<file path="src/hw/rtl/wmvg_pkg.sv">
// ----------------------------------------------------------------------------
// wmvg_pkg: shared types and constants of the window mean / variance gate
// Widths, window length, reciprocal for the mean and the queue entry layout.
// ----------------------------------------------------------------------------
package wmvg_pkg;

    localparam int WINDOW     = 20;
    localparam int SAMPLE_W   = 10;
    localparam int VLIM_W     = 20;
    localparam int IDX_W      = $clog2(WINDOW);
    localparam int SUM_W      = SAMPLE_W + IDX_W;
    localparam int SQ_W       = 2 * SAMPLE_W;
    localparam int ACC_W      = SQ_W + IDX_W;
    localparam int THR_W      = VLIM_W + IDX_W + 1;

    // Mean by multiply with a rounded-up reciprocal, exact for any sum below 2**SUM_W.
    localparam int MEAN_K     = SUM_W + 6;
    localparam int PROD_W     = SUM_W + MEAN_K;
    localparam logic [MEAN_K-1:0] MEAN_RECIP =
        MEAN_K'(((1 << MEAN_K) + WINDOW - 1) / WINDOW);

    localparam int QUEUE_DEPTH = 4;
    localparam int QPTR_W      = $clog2(QUEUE_DEPTH);

    localparam int PADDR_W    = 3;
    localparam int PDATA_W    = 32;

    typedef enum logic [0:0] {
        CFG_VLIMIT = 1'b0,
        CFG_CEIL   = 1'b1
    } cfg_index_t;

    typedef struct packed {
        logic [SAMPLE_W-1:0] sample;
        logic [IDX_W-1:0]    idx;
        logic                last;
        logic [SUM_W-1:0]    sum;
    } q_entry_t;

    typedef struct packed {
        logic [VLIM_W-1:0]   variance_limit;
        logic [SAMPLE_W-1:0] ceiling_distance;
    } cfg_t;

endpackage

</file>
<file path="src/hw/rtl/wmvg_if.sv">
// ----------------------------------------------------------------------------
// wmvg_if: stream interfaces of the window mean / variance gate
// Sample channel in, result channel out; valid/ready handshake.
// ----------------------------------------------------------------------------
interface wmvg_sample_if import wmvg_pkg::*; ();
    logic                valid;
    logic                ready;
    logic [SAMPLE_W-1:0] sample;

    modport source (output valid, output sample, input ready);
    modport sink   (input valid, input sample, output ready);
endinterface

interface wmvg_result_if import wmvg_pkg::*; ();
    logic                valid;
    logic                ready;
    logic [SAMPLE_W-1:0] distance;
    logic                rejected;

    modport source (output valid, output distance, output rejected, input ready);
    modport sink   (input valid, input distance, input rejected, output ready);
endinterface

</file>
<file path="src/hw/rtl/window_mean_variance_gate.sv">
// ----------------------------------------------------------------------------
// window_mean_variance_gate: windowed mean with variance rejection
// Averages WINDOW range samples, rejects noisy or too-far windows.
// ----------------------------------------------------------------------------
//  channel    | dir | payload                      | handshake
//  -----------+-----+------------------------------+--------------------------
//  samples    | in  | sample[9:0]                  | valid/ready
//  results    | out | distance[9:0], rejected      | valid/ready
//  APB config | in  | paddr[2:0], pwdata, prdata   | psel/penable, pready = 1
//
//  Samples enter at one per cycle into a four-entry queue while it is not
//  full; the compute side drains it one per cycle while it is collecting. The
//  last sample of a window starts the compute side's evaluation (reciprocal
//  multiply, one read per store entry through the single store read port,
//  square and accumulate, decide), during which the queue is not drained.
//  Reset clears counters, queue pointers and the output valid; store contents
//  are left as they are. A held result stalls only the compute side; the
//  intake keeps taking samples until the queue fills.
// ----------------------------------------------------------------------------
module window_mean_variance_gate import wmvg_pkg::*;
(
    input  logic                clk,
    input  logic                rst_n,
    wmvg_sample_if.sink         samples,
    wmvg_result_if.source       results,
    input  logic                psel,
    input  logic                penable,
    input  logic                pwrite,
    input  logic [PADDR_W-1:0]  paddr,
    input  logic [PDATA_W-1:0]  pwdata,
    output logic [PDATA_W-1:0]  prdata,
    output logic                pready
);

    logic       q_push;
    q_entry_t   q_push_entry;
    logic       q_pop;
    q_entry_t   q_head;
    logic       q_full;
    logic       q_empty;
    cfg_t       cfg_reg;
    cfg_index_t cfg_sel;
    logic       cfg_wr;

    // Configuration registers: word index taken from paddr[2].
    assign pready  = 1'b1;
    assign cfg_sel = cfg_index_t'(paddr[2]);
    assign cfg_wr  = psel && penable && pwrite && pready;

    always_ff @(posedge clk or negedge rst_n)
    begin
        if (!rst_n)
        begin
            cfg_reg.variance_limit   <= VLIM_W'(10);
            cfg_reg.ceiling_distance <= SAMPLE_W'(35);
        end
        else if (cfg_wr)
        begin
            unique case (cfg_sel)
                CFG_VLIMIT: cfg_reg.variance_limit   <= pwdata[VLIM_W-1:0];
                CFG_CEIL:   cfg_reg.ceiling_distance <= pwdata[SAMPLE_W-1:0];
                default:    cfg_reg                  <= cfg_reg;
            endcase
        end
    end

    always_comb
    begin
        unique case (cfg_sel)
            CFG_VLIMIT: prdata = PDATA_W'(cfg_reg.variance_limit);
            CFG_CEIL:   prdata = PDATA_W'(cfg_reg.ceiling_distance);
            default:    prdata = '0;
        endcase
    end

    // Intake: tag each transaction with its slot and the running sum.
    wmvg_front u_front (
        .clk        (clk),
        .rst_n      (rst_n),
        .samples    (samples),
        .q_full     (q_full),
        .push       (q_push),
        .push_entry (q_push_entry)
    );

    // Decouple intake from the variance sweep.
    wmvg_queue u_queue (
        .clk        (clk),
        .rst_n      (rst_n),
        .push       (q_push),
        .push_entry (q_push_entry),
        .pop        (q_pop),
        .head       (q_head),
        .full       (q_full),
        .empty      (q_empty)
    );

    // Store, mean, variance sweep and decision; owns the result register.
    wmvg_back u_back (
        .clk     (clk),
        .rst_n   (rst_n),
        .cfg     (cfg_reg),
        .head    (q_head),
        .q_empty (q_empty),
        .pop     (q_pop),
        .results (results)
    );

    // Never push into a full queue.
    a_no_overflow: assert property (@(posedge clk) disable iff (!rst_n)
        q_push |-> !q_full)
        else $error("queue push while full");

    // Never pop an empty queue.
    a_no_underflow: assert property (@(posedge clk) disable iff (!rst_n)
        q_pop |-> !q_empty)
        else $error("queue pop while empty");

    // After the last sample of a window, hold the queue for the mean step.
    a_hold_after_last: assert property (@(posedge clk) disable iff (!rst_n)
        (q_pop && q_head.last) |=> !q_pop)
        else $error("queue popped during window evaluation");

endmodule

</file>
<file path="src/hw/rtl/wmvg_front.sv">
// ----------------------------------------------------------------------------
// wmvg_front: sample intake
// Tags each sample with its window slot, marks the last one, keeps the sum.
// ----------------------------------------------------------------------------
module wmvg_front import wmvg_pkg::*;
(
    input  logic        clk,
    input  logic        rst_n,
    wmvg_sample_if.sink samples,
    input  logic        q_full,
    output logic        push,
    output q_entry_t    push_entry
);

    logic [IDX_W-1:0] count_reg;
    logic [IDX_W-1:0] count_next;
    logic [SUM_W-1:0] sum_reg;
    logic [SUM_W-1:0] sum_next;
    logic [SUM_W-1:0] sum_inc;
    logic             last;

    assign samples.ready = !q_full;
    assign push          = samples.valid && !q_full;

    assign last    = (count_reg == IDX_W'(WINDOW - 1));
    assign sum_inc = sum_reg + SUM_W'(samples.sample);

    always_comb
    begin
        count_next = count_reg;
        sum_next   = sum_reg;
        if (push)
        begin
            count_next = last ? '0 : count_reg + IDX_W'(1);
            sum_next   = last ? '0 : sum_inc;
        end
    end

    assign push_entry.sample = samples.sample;
    assign push_entry.idx    = count_reg;
    assign push_entry.last   = last;
    assign push_entry.sum    = sum_inc;

    always_ff @(posedge clk or negedge rst_n)
    begin
        if (!rst_n)
        begin
            count_reg <= '0;
            sum_reg   <= '0;
        end
        else
        begin
            count_reg <= count_next;
            sum_reg   <= sum_next;
        end
    end

endmodule

</file>
<file path="src/hw/rtl/wmvg_queue.sv">
// ----------------------------------------------------------------------------
// wmvg_queue: short FIFO between intake and compute
// Holds tagged samples while the variance pass runs.
// ----------------------------------------------------------------------------
module wmvg_queue import wmvg_pkg::*;
(
    input  logic     clk,
    input  logic     rst_n,
    input  logic     push,
    input  q_entry_t push_entry,
    input  logic     pop,
    output q_entry_t head,
    output logic     full,
    output logic     empty
);

    q_entry_t          slots [QUEUE_DEPTH];
    logic [QPTR_W-1:0] wr_ptr_reg;
    logic [QPTR_W-1:0] rd_ptr_reg;
    logic [QPTR_W:0]   level_reg;

    assign full  = (level_reg == (QPTR_W + 1)'(QUEUE_DEPTH));
    assign empty = (level_reg == '0);
    assign head  = slots[rd_ptr_reg];

    always_ff @(posedge clk)
    begin
        if (push)
        begin
            slots[wr_ptr_reg] <= push_entry;
        end
    end

    always_ff @(posedge clk or negedge rst_n)
    begin
        if (!rst_n)
        begin
            wr_ptr_reg <= '0;
            rd_ptr_reg <= '0;
            level_reg  <= '0;
        end
        else
        begin
            if (push)
            begin
                wr_ptr_reg <= wr_ptr_reg + QPTR_W'(1);
            end
            if (pop)
            begin
                rd_ptr_reg <= rd_ptr_reg + QPTR_W'(1);
            end
            if (push && !pop)
            begin
                level_reg <= level_reg + (QPTR_W + 1)'(1);
            end
            else if (pop && !push)
            begin
                level_reg <= level_reg - (QPTR_W + 1)'(1);
            end
        end
    end

endmodule

</file>
<file path="src/hw/rtl/wmvg_back.sv">
// ----------------------------------------------------------------------------
// wmvg_back: window store, mean, variance pass and accept/reject decision
// Drains the queue into the store, then sweeps the store once per window.
// ----------------------------------------------------------------------------
module wmvg_back import wmvg_pkg::*;
(
    input  logic          clk,
    input  logic          rst_n,
    input  cfg_t          cfg,
    input  q_entry_t      head,
    input  logic          q_empty,
    output logic          pop,
    wmvg_result_if.source results
);

    typedef enum logic [3:0] {
        ST_COLLECT = 4'b0001,
        ST_MEAN    = 4'b0010,
        ST_PASS    = 4'b0100,
        ST_DECIDE  = 4'b1000
    } back_state_t;

    back_state_t state_reg;
    back_state_t state_next;

    logic [SAMPLE_W-1:0] store [WINDOW];
    logic [SAMPLE_W-1:0] rd_data_reg;
    logic                rd_vld_reg;
    logic                sq_vld_reg;
    logic [SQ_W-1:0]     sq_reg;
    logic [ACC_W-1:0]    acc_reg;
    logic [IDX_W-1:0]    rd_ptr_reg;
    logic                rd_en;
    logic                pass_done_reg;
    logic [SUM_W-1:0]    sum_reg;
    logic [PROD_W-1:0]   prod_reg;
    logic [THR_W-1:0]    thr_reg;
    logic [SAMPLE_W-1:0] mean;
    logic [SAMPLE_W-1:0] diff;
    logic                reject;
    logic                load_out;
    logic                out_vld_reg;
    logic [SAMPLE_W-1:0] out_dist_reg;
    logic                out_rej_reg;

    assign mean = prod_reg[MEAN_K +: SAMPLE_W];
    assign diff = (rd_data_reg >= mean) ? (rd_data_reg - mean) : (mean - rd_data_reg);

    // variance > limit  <=>  sum of squares >= (limit + 1) * WINDOW
    assign reject = (THR_W'(acc_reg) >= thr_reg) || (mean > cfg.ceiling_distance);

    assign pop      = (state_reg == ST_COLLECT) && !q_empty;
    assign rd_en    = (state_reg == ST_PASS) && !pass_done_reg;
    assign load_out = (state_reg == ST_DECIDE) && (!out_vld_reg || results.ready);

    always_comb
    begin
        state_next = state_reg;
        unique case (state_reg)
            ST_COLLECT:
            begin
                if (pop && head.last)
                begin
                    state_next = ST_MEAN;
                end
            end
            ST_MEAN:
            begin
                state_next = ST_PASS;
            end
            ST_PASS:
            begin
                if (pass_done_reg && !rd_vld_reg && !sq_vld_reg)
                begin
                    state_next = ST_DECIDE;
                end
            end
            ST_DECIDE:
            begin
                if (load_out)
                begin
                    state_next = ST_COLLECT;
                end
            end
            default:
            begin
                state_next = ST_COLLECT;
            end
        endcase
    end

    // Window store: one write port from the queue, one registered read port for the sweep.
    always_ff @(posedge clk)
    begin
        if (pop)
        begin
            store[head.idx] <= head.sample;
        end
        if (rd_en)
        begin
            rd_data_reg <= store[rd_ptr_reg];
        end
    end

    always_ff @(posedge clk)
    begin
        if (pop && head.last)
        begin
            sum_reg <= head.sum;
        end
        if (state_reg == ST_MEAN)
        begin
            prod_reg <= PROD_W'(sum_reg) * PROD_W'(MEAN_RECIP);
        end
        if (rd_vld_reg)
        begin
            sq_reg <= SQ_W'(diff) * SQ_W'(diff);
        end
        if (state_reg == ST_MEAN)
        begin
            acc_reg <= '0;
        end
        else if (sq_vld_reg)
        begin
            acc_reg <= acc_reg + ACC_W'(sq_reg);
        end
        thr_reg <= (THR_W'(cfg.variance_limit) + THR_W'(1)) * THR_W'(WINDOW);
        if (load_out)
        begin
            out_dist_reg <= reject ? cfg.ceiling_distance : mean;
            out_rej_reg  <= reject;
        end
    end

    always_ff @(posedge clk or negedge rst_n)
    begin
        if (!rst_n)
        begin
            state_reg     <= ST_COLLECT;
            rd_ptr_reg    <= '0;
            pass_done_reg <= 1'b0;
            rd_vld_reg    <= 1'b0;
            sq_vld_reg    <= 1'b0;
            out_vld_reg   <= 1'b0;
        end
        else
        begin
            state_reg  <= state_next;
            rd_vld_reg <= rd_en;
            sq_vld_reg <= rd_vld_reg;
            if (state_reg == ST_MEAN)
            begin
                rd_ptr_reg    <= '0;
                pass_done_reg <= 1'b0;
            end
            else if (rd_en)
            begin
                rd_ptr_reg    <= rd_ptr_reg + IDX_W'(1);
                pass_done_reg <= (rd_ptr_reg == IDX_W'(WINDOW - 1));
            end
            if (load_out)
            begin
                out_vld_reg <= 1'b1;
            end
            else if (results.ready)
            begin
                out_vld_reg <= 1'b0;
            end
        end
    end

    assign results.valid    = out_vld_reg;
    assign results.distance = out_dist_reg;
    assign results.rejected = out_rej_reg;

endmodule
</file>
<file path="src/flat_wrapper.sv">
// flat-port wrapper written by rule: the top's interface ports become plain ports
module window_mean_variance_gate_flat import wmvg_pkg::*;
  (clk, rst_n, psel, penable, pwrite, paddr, pwdata, prdata, pready, samples_valid, samples_sample, samples_ready, results_valid, results_distance, results_rejected, results_ready);
  wmvg_sample_if samples_i ();
  wmvg_result_if results_i ();
  input  logic clk;
  input  logic rst_n;
  input  logic psel;
  input  logic penable;
  input  logic pwrite;
  input  logic [PADDR_W-1:0] paddr;
  input  logic [PDATA_W-1:0] pwdata;
  output logic [PDATA_W-1:0] prdata;
  output logic pready;
  input wire logic [$bits(samples_i.valid)-1:0] samples_valid;
  input wire logic [$bits(samples_i.sample)-1:0] samples_sample;
  output wire logic [$bits(samples_i.ready)-1:0] samples_ready;
  output wire logic [$bits(results_i.valid)-1:0] results_valid;
  output wire logic [$bits(results_i.distance)-1:0] results_distance;
  output wire logic [$bits(results_i.rejected)-1:0] results_rejected;
  input wire logic [$bits(results_i.ready)-1:0] results_ready;
  assign samples_i.valid = samples_valid;
  assign samples_i.sample = samples_sample;
  assign samples_ready = samples_i.ready;
  assign results_valid = results_i.valid;
  assign results_distance = results_i.distance;
  assign results_rejected = results_i.rejected;
  assign results_i.ready = results_ready;
  window_mean_variance_gate u_core (.clk(clk), .rst_n(rst_n), .samples(samples_i), .results(results_i), .psel(psel), .penable(penable), .pwrite(pwrite), .paddr(paddr), .pwdata(pwdata), .prdata(prdata), .pready(pready));
endmodule
</file>
<file path="config.mk">
export PLATFORM = sky130hd
export DESIGN_NAME = window_mean_variance_gate_flat
export DESIGN_NICKNAME = d
export VERILOG_FILES = /design/src/hw/rtl/wmvg_pkg.sv /design/src/hw/rtl/wmvg_if.sv /design/src/hw/rtl/window_mean_variance_gate.sv /design/src/hw/rtl/wmvg_front.sv /design/src/hw/rtl/wmvg_queue.sv /design/src/hw/rtl/wmvg_back.sv /design/src/flat_wrapper.sv
export SDC_FILE = /design/constraint.sdc
export NUM_CORES = 1
export LEC_CHECK = 0
export BUFFER_PORTS_ARGS = -buffer_cell sky130_fd_sc_hd__buf_2
export CORE_UTILIZATION = 30
export DETAILED_ROUTE_END_ITERATION = 12
export GPL_ROUTABILITY_DRIVEN = 0
export HOLD_SLACK_MARGIN = 0.06
export RECOVER_POWER = 50
export SETUP_SLACK_MARGIN = 0.15
export SKIP_LAST_GASP = 1
export SYNTH_ARGS = -nofsm -noshare
export SYNTH_HDL_FRONTEND = slang
export SYNTH_SLANG_ARGS = --single-unit
</file>
<file path="constraint.sdc">
create_clock -name clk -period 12.7 [get_ports clk]
set_clock_uncertainty 0.05 [all_clocks]
set_input_delay 1.905 -clock clk [delete_from_list [all_inputs] [get_ports clk]]
set_output_delay 1.905 -clock clk [all_outputs]
set_load 0.01 [all_outputs]
</file>
==> metrics.txt, run 1 <==
Peak Freq=120.2 MHz; Mapped Area=29510 um^2; CTS root buffer=clkbuf_16; setup TNS=0 ps; vias per cell=4.661; Initial Util=30.42%; DIE WIDTH=315.6 um; Post-synth EDFFs=389; worst rel slew slack=-121.0%; top cells by area, synth=edfxtp_1 40%, ha_1 12%, fa_1 7.6%; num rows=114; post-synthesis mux area share=9.943%; Tmin final=8320 ps; register area share after synthesis=48.87%; DRT antenna net count=0; Worst Path Arrival=8610 ps; largest net degree at the start of global routing=58; antenna violations before repair=5; GRT Util Overall=11.92%; routed wire length=59080 um; number of synthesized register bits=508; Clock Path Buffers=3; CTS tree=done; adder-cell share of the synthesized area=19.60%; status=complete, but fails checks; Avg Inst Size Synth=13.12 um^2; commonest non-fill, non-tap cell in the layout=edfxtp_1; H-tree Lvls=2; die area=99620 um^2; DR pass1 iterations=11; Tcrit/Tclk final=65.51%; final hold vios=0; global-route met3 utilization=1.968%; final core utilization=33.98%; nets=2783; Layout area overhead=11.70%; # clock sinks=508; Core ar.=96990 um^2; HPWL Detailed=43560 um; Cells after Synth=2249; post-CTS sizing=0; maxcap violations=4; Setup crit start kind=flip-flop; failing checks=design-rule violations, max-capacitance violations, max-slew violations; via count=17040; largest family of logic cells by synthesized area=adder cells; worst slew pin tran=3314 ps; post-synth cell types=80; met2 Use GR=19.91%; Compound-Gate Fraction of Synth Area=6.386%; Crit Path Max Fanout=13; worst min path class=flip-flop to flip-flop; CTS Buf Count=51; Reg clk slew, reported paths=60 ps; max-slew violation count=163; DR WL/cell=16.16 um; post-synth top area share=39.59%; Crit. End Element=flip-flop; Crit Path Class=flip-flop to flip-flop; Hold-fix buffers, CTS=0; Worst Path Required=12990 ps; Post-Synth Simple-Gate Area=7.191%; ratio of cells with drive above 1 in the final layout=13.83%; postcts setup bufs=0; Yosys Warn Count=0; vias in the first global route=17280; Synth Flop Type=edfxtp_1; setup violators final=0; port buffer count=70; commonest non-fill, non-tap cells in the layout=389 x edfxtp_1, 283 x ha_1, 270 x inv_1, 144 x nor2_1, 112 x fa_1; detailed-route DRC error count=2; # fillers=9526; clock latency on the worst-skew pair=600 ps; Die Y=315.6 um; cell taking the most area after synthesis=edfxtp_1; DRT iter0 DRCs=1074; total grt overflow=0; global routing's busiest layer=met2; max FFs per register=200; RSZ-0062 raised after global routing=no; grt met1 use=16.33%; boundary pin count=98; Post-Synth XOR/XNOR Area=3.528%; first-pass GRT wire length=94650 um; Post-synth ARST share=13.78%
-- stage by stage --
| stage | hold slack [ps] | instances | cell area, um^2 | worst slack [ps] |
|---|---|---|---|---|
| floorplan | 392.8 | 2260 | 29550 | 5541 |
| global placement | 407.5 | 3559 | 31350 | 4464 |
| detailed placement | 414.1 | 3559 | 31350 | 4433 |
| CTS | 436.5 | 3655 | 33010 | 4429 |
| global route | 468.9 | 3655 | 32960 | 3973 |
| finish | 429.5 | 3656 | 32960 | 4380 |
-- cell families after synthesis --
family                     count (synthesis)
other                                      2
adders and majority gates                395
xor gates and xnor gates                 118
DFF                                      508
muxes                                    172
and+or+nand+nor                          439
AOI/OAI and AO/OA                        279
buffers and inverters                    336
-- cells in the mapped netlist, types with 27 or more instances --
library cell / number
edfxtp_1: 389
ha_1: 283
inv_1: 270
nor2_1: 144
fa_1: 112
nand2_1: 101
mux4_2: 91
xnor2_1: 81
a21oi_1: 65
dfrtp_1: 64
mux2_2: 52
dfxtp_1: 49
nand3_1: 42
o21ai_0: 40
xor2_1: 36
a21o_1: 35
clkbuf_1: 35
o211ai_1: 29
mux2i_1: 27
-- worst paths after layout --
path	cells after the start	slack (ps)	start	endpoint
setup / recovery	24	4380	u_core.u_back.prod_reg[24]$_DFFE_PN_	u_core.u_back.sq_reg[19]$_DFFE_PP_
hold / removal	2	430	u_core.u_front.sum_reg[0]$_DFFE_PN0P_	u_core.u_front.sum_reg[0]$_DFFE_PN0P_
setup reg to reg	24	4380	u_core.u_back.prod_reg[24]$_DFFE_PN_	u_core.u_back.sq_reg[19]$_DFFE_PP_
hold reg to reg	2	430	u_core.u_front.sum_reg[0]$_DFFE_PN0P_	u_core.u_front.sum_reg[0]$_DFFE_PN0P_
max in group asynchronous	2	7120	rst_n	u_core.u_back.rd_ptr_reg[0]$_DFFE_PN0P_
min in group asynchronous	1	1370	rst_n	u_core.u_queue.wr_ptr_reg[0]$_DFFE_PN0P_
-- layout make-up --
class,count,area [um^2],share of cell area [%]
diodes,1,2.502,0.007592
clock buffers,73,1503,4.559
clock inverters,23,163.9,0.4973
inverters,272,1021,3.098
multi-input cells,1416,13810,41.91
flip-flops and latches,508,14430,43.77
well taps,1276,1597,4.844
repair buffers,87,432.9,1.313
-- metal layers --
layer | vias to the layer above | share of wire, %
li1 | 8294 | -
met1 | 8469 | 47
met2 | 211 | 48
met3 | 65 | 3.4
met4 | 2 | 1.6
met5 | - | 0.019
-- critical path: stages (launching register included) --
cell      delay [ps]
edfxtp_1         490
ha_1             480
nand3_1          160
a211oi_2         360
o21ai_2          180
nand2_4          220
mux2i_2          330
o221ai_2         190
a221oi_2         790
nand3_1          360
fa_1             590
fa_1             560
inv_1             60
fa_1             500
fa_1             540
inv_1             50
fa_1             530
inv_1             40
ha_1             350
and3_1           180
and3_1           180
a211o_1          290
a21oi_1          280
o21ai_0          150
xnor2_1          150
Power of run 1 is left out: the tool's default activity adds up to more than one toggle a clock period on the data nets, which glitch-free logic cannot reach.
==> run 2: changes to the inputs <==
- ABC_AREA: default -> 1
- clock period: 12.7 -> 7.9 ns (I/O delays scaled with it)
==> metrics.txt, run 2 <==
first-pass GRT wire length=110600 um; Synth Flop Type=edfxtp_1; via count=20970; die area=102600 um^2; Crit. End Element=flip-flop; Crit Path Max Fanout=10; number of synthesized register bits=508; max incr delay on CP=550 ps; Die Y=320.4 um; post-synth cell types=69; setup violators final=0; Worst Path Buf+Inv=6; Clock Path Buffers=3; final hold vios=0; Initial Util=30.32%; DRT iter0 DRCs=1505; RSZ-0062 raised after global routing=no; post-synth top area share=38.41%; worst rel slew slack=-124.7%; max FFs per register=200; Post-synth EDFFs=389; worst min path class=flip-flop to flip-flop; boundary pin count=98; commonest non-fill, non-tap cells in the layout=420 x inv_1, 389 x edfxtp_1, 363 x nand2_1, 363 x nor2_1, 283 x ha_1; vias per cell=4.671; Layout area overhead=11.23%; worst slew pin tran=3370 ps; Post-synth ARST share=13.78%; CTS root buffer=clkbuf_16; GRT Util Overall=13.45%; vias in the first global route=20430; CTS tree=done; highest-delay cell along the critical path=fa_1; top cells by area, synth=edfxtp_1 38%, ha_1 12%, fa_1 7.4%; grt met1 use=18.91%; total grt overflow=0; Mapped Area=30410 um^2; Core ar.=100300 um^2; DR WL/cell=15.49 um; delay-heaviest family, CP=adder cells; Tmin final=7042 ps; cell taking the most area after synthesis=edfxtp_1; top post-synthesis cells by count=421 x inv_1, 389 x edfxtp_1, 363 x nand2_1, 363 x nor2_1, 283 x ha_1; Worst Path Arrival=7360 ps; maxcap violations=8; Cells after Synth=3028; max-slew violation count=309; antenna violations before repair=0; CTS Buf Count=50; met2 Use GR=22.05%; Post-DP Area=32280 um^2; Design Area, Final=33820 um^2; clock latency on the worst-skew pair=630 ps; post-CTS sizing=0; commonest non-fill, non-tap cell in the layout=inv_1; HPWL Detailed=49460 um; routed wire length=69560 um; DRT antenna net count=0; DIE WIDTH=320.4 um; failing checks=max-capacitance violations, max-slew violations; num rows=116; register area share after synthesis=47.42%; status=complete, but fails checks; port buffer count=70; detailed-route DRC error count=0; nets=3536; Hold-fix buffers, CTS=0; global-route met3 utilization=1.717%; DR pass1 iterations=5; postcts setup bufs=0; Peak Freq=142.0 MHz; Tcrit/Tclk final=89.14%; ratio of cells with drive above 1 in the final layout=5.781%; Worst Path Required=8220 ps; H-tree Lvls=2; Reg clk slew, reported paths=60 ps; # clock sinks=508; most frequent cell after synthesis=inv_1; Crit Path Class=flip-flop to flip-flop; Avg Inst Size Synth=10.04 um^2; largest net degree at the start of global routing=65; global routing's busiest layer=met2; setup TNS=0 ps; Yosys Warn Count=0; Setup crit start kind=flip-flop
run 2: cell types whose count changed in the layout (fill, tap and decap cells not counted), moves of 56 or more:
cell,delta
a21oi_1,+87
inv_1,+150
mux4_2,-91
nand2_1,+262
nor2_1,+219
o21ai_0,+235
xnor2_1,-56
run 2: per-layer routing:
metal / up-vias / wire length [um]
li1: 10430 / -
met3: 83 / 2697
met5: - / 0
met1: 10050 / 33640
met2: 404 / 31920
met4: 0 / 1297
run 2: through the flow:
step / hold slack, ps / worst slack, ps / utilization, % / cells
floorplan: 407.0 / 1648 / - / 3039
global placement: 428.3 / 890.6 / 32.19 / 4394
detailed placement: 433.4 / 975.0 / 32.19 / 4394
CTS: 360.8 / 1026 / 33.83 / 4488
global route: 475.4 / 414.1 / 33.72 / 4488
finish: 438.0 / 858.0 / 33.73 / 4489
run 2: kinds of logic after synthesis:
logic type / share of synthesized area (%)
compound gates: 11.51
xor+xnor: 3.337
fa+ha+maj: 19.02
buf+inv: 6.756
flops: 47.42
mux: 0.03703
other cells: 0.02470
simple gates: 11.89
run 2: final timing paths:
| path | from | endpoint | slack [ps] | cells past startpoint |
|---|---|---|---|---|
| max in group asynchronous | rst_n | u_core.u_back.rd_ptr_reg[0]$_DFFE_PN0P_ | 2980 | 2 |
| max | u_core.u_back.rd_data_reg[0]$_DFFE_PP_ | u_core.u_back.sq_reg[19]$_DFFE_PP_ | 860 | 26 |
| max reg2reg | u_core.u_back.rd_data_reg[0]$_DFFE_PP_ | u_core.u_back.sq_reg[19]$_DFFE_PP_ | 860 | 26 |
| min | u_core.cfg_reg[13]$_DFFE_PN1P_ | u_core.cfg_reg[13]$_DFFE_PN1P_ | 440 | 2 |
| min in group asynchronous | rst_n | u_core.u_front.sum_reg[0]$_DFFE_PN0P_ | 720 | 1 |
| min reg2reg | u_core.cfg_reg[13]$_DFFE_PN1P_ | u_core.cfg_reg[13]$_DFFE_PN1P_ | 440 | 2 |
run 2: area by class of cell:
cell class / count / area, um^2
fill: 10220 / 66470
sequential: 508 / 14420
multi-input combinational: 2006 / 13960
tap: 1357 / 1698
inverter: 428 / 1612
clock buffer: 70 / 1389
timing repair buffer: 95 / 483.0
clock inverter: 24 / 256.5
antenna: 1 / 2.502
run 2: worst min-delay path, delay by kind of cell (launching register included):
family,cells,cell delay (ps)
AND/OR/NAND/NOR,1,50
flip-flops,1,370
AO/OA/AOI/OAI,1,70
Power of run 2 is left out for the same reason.
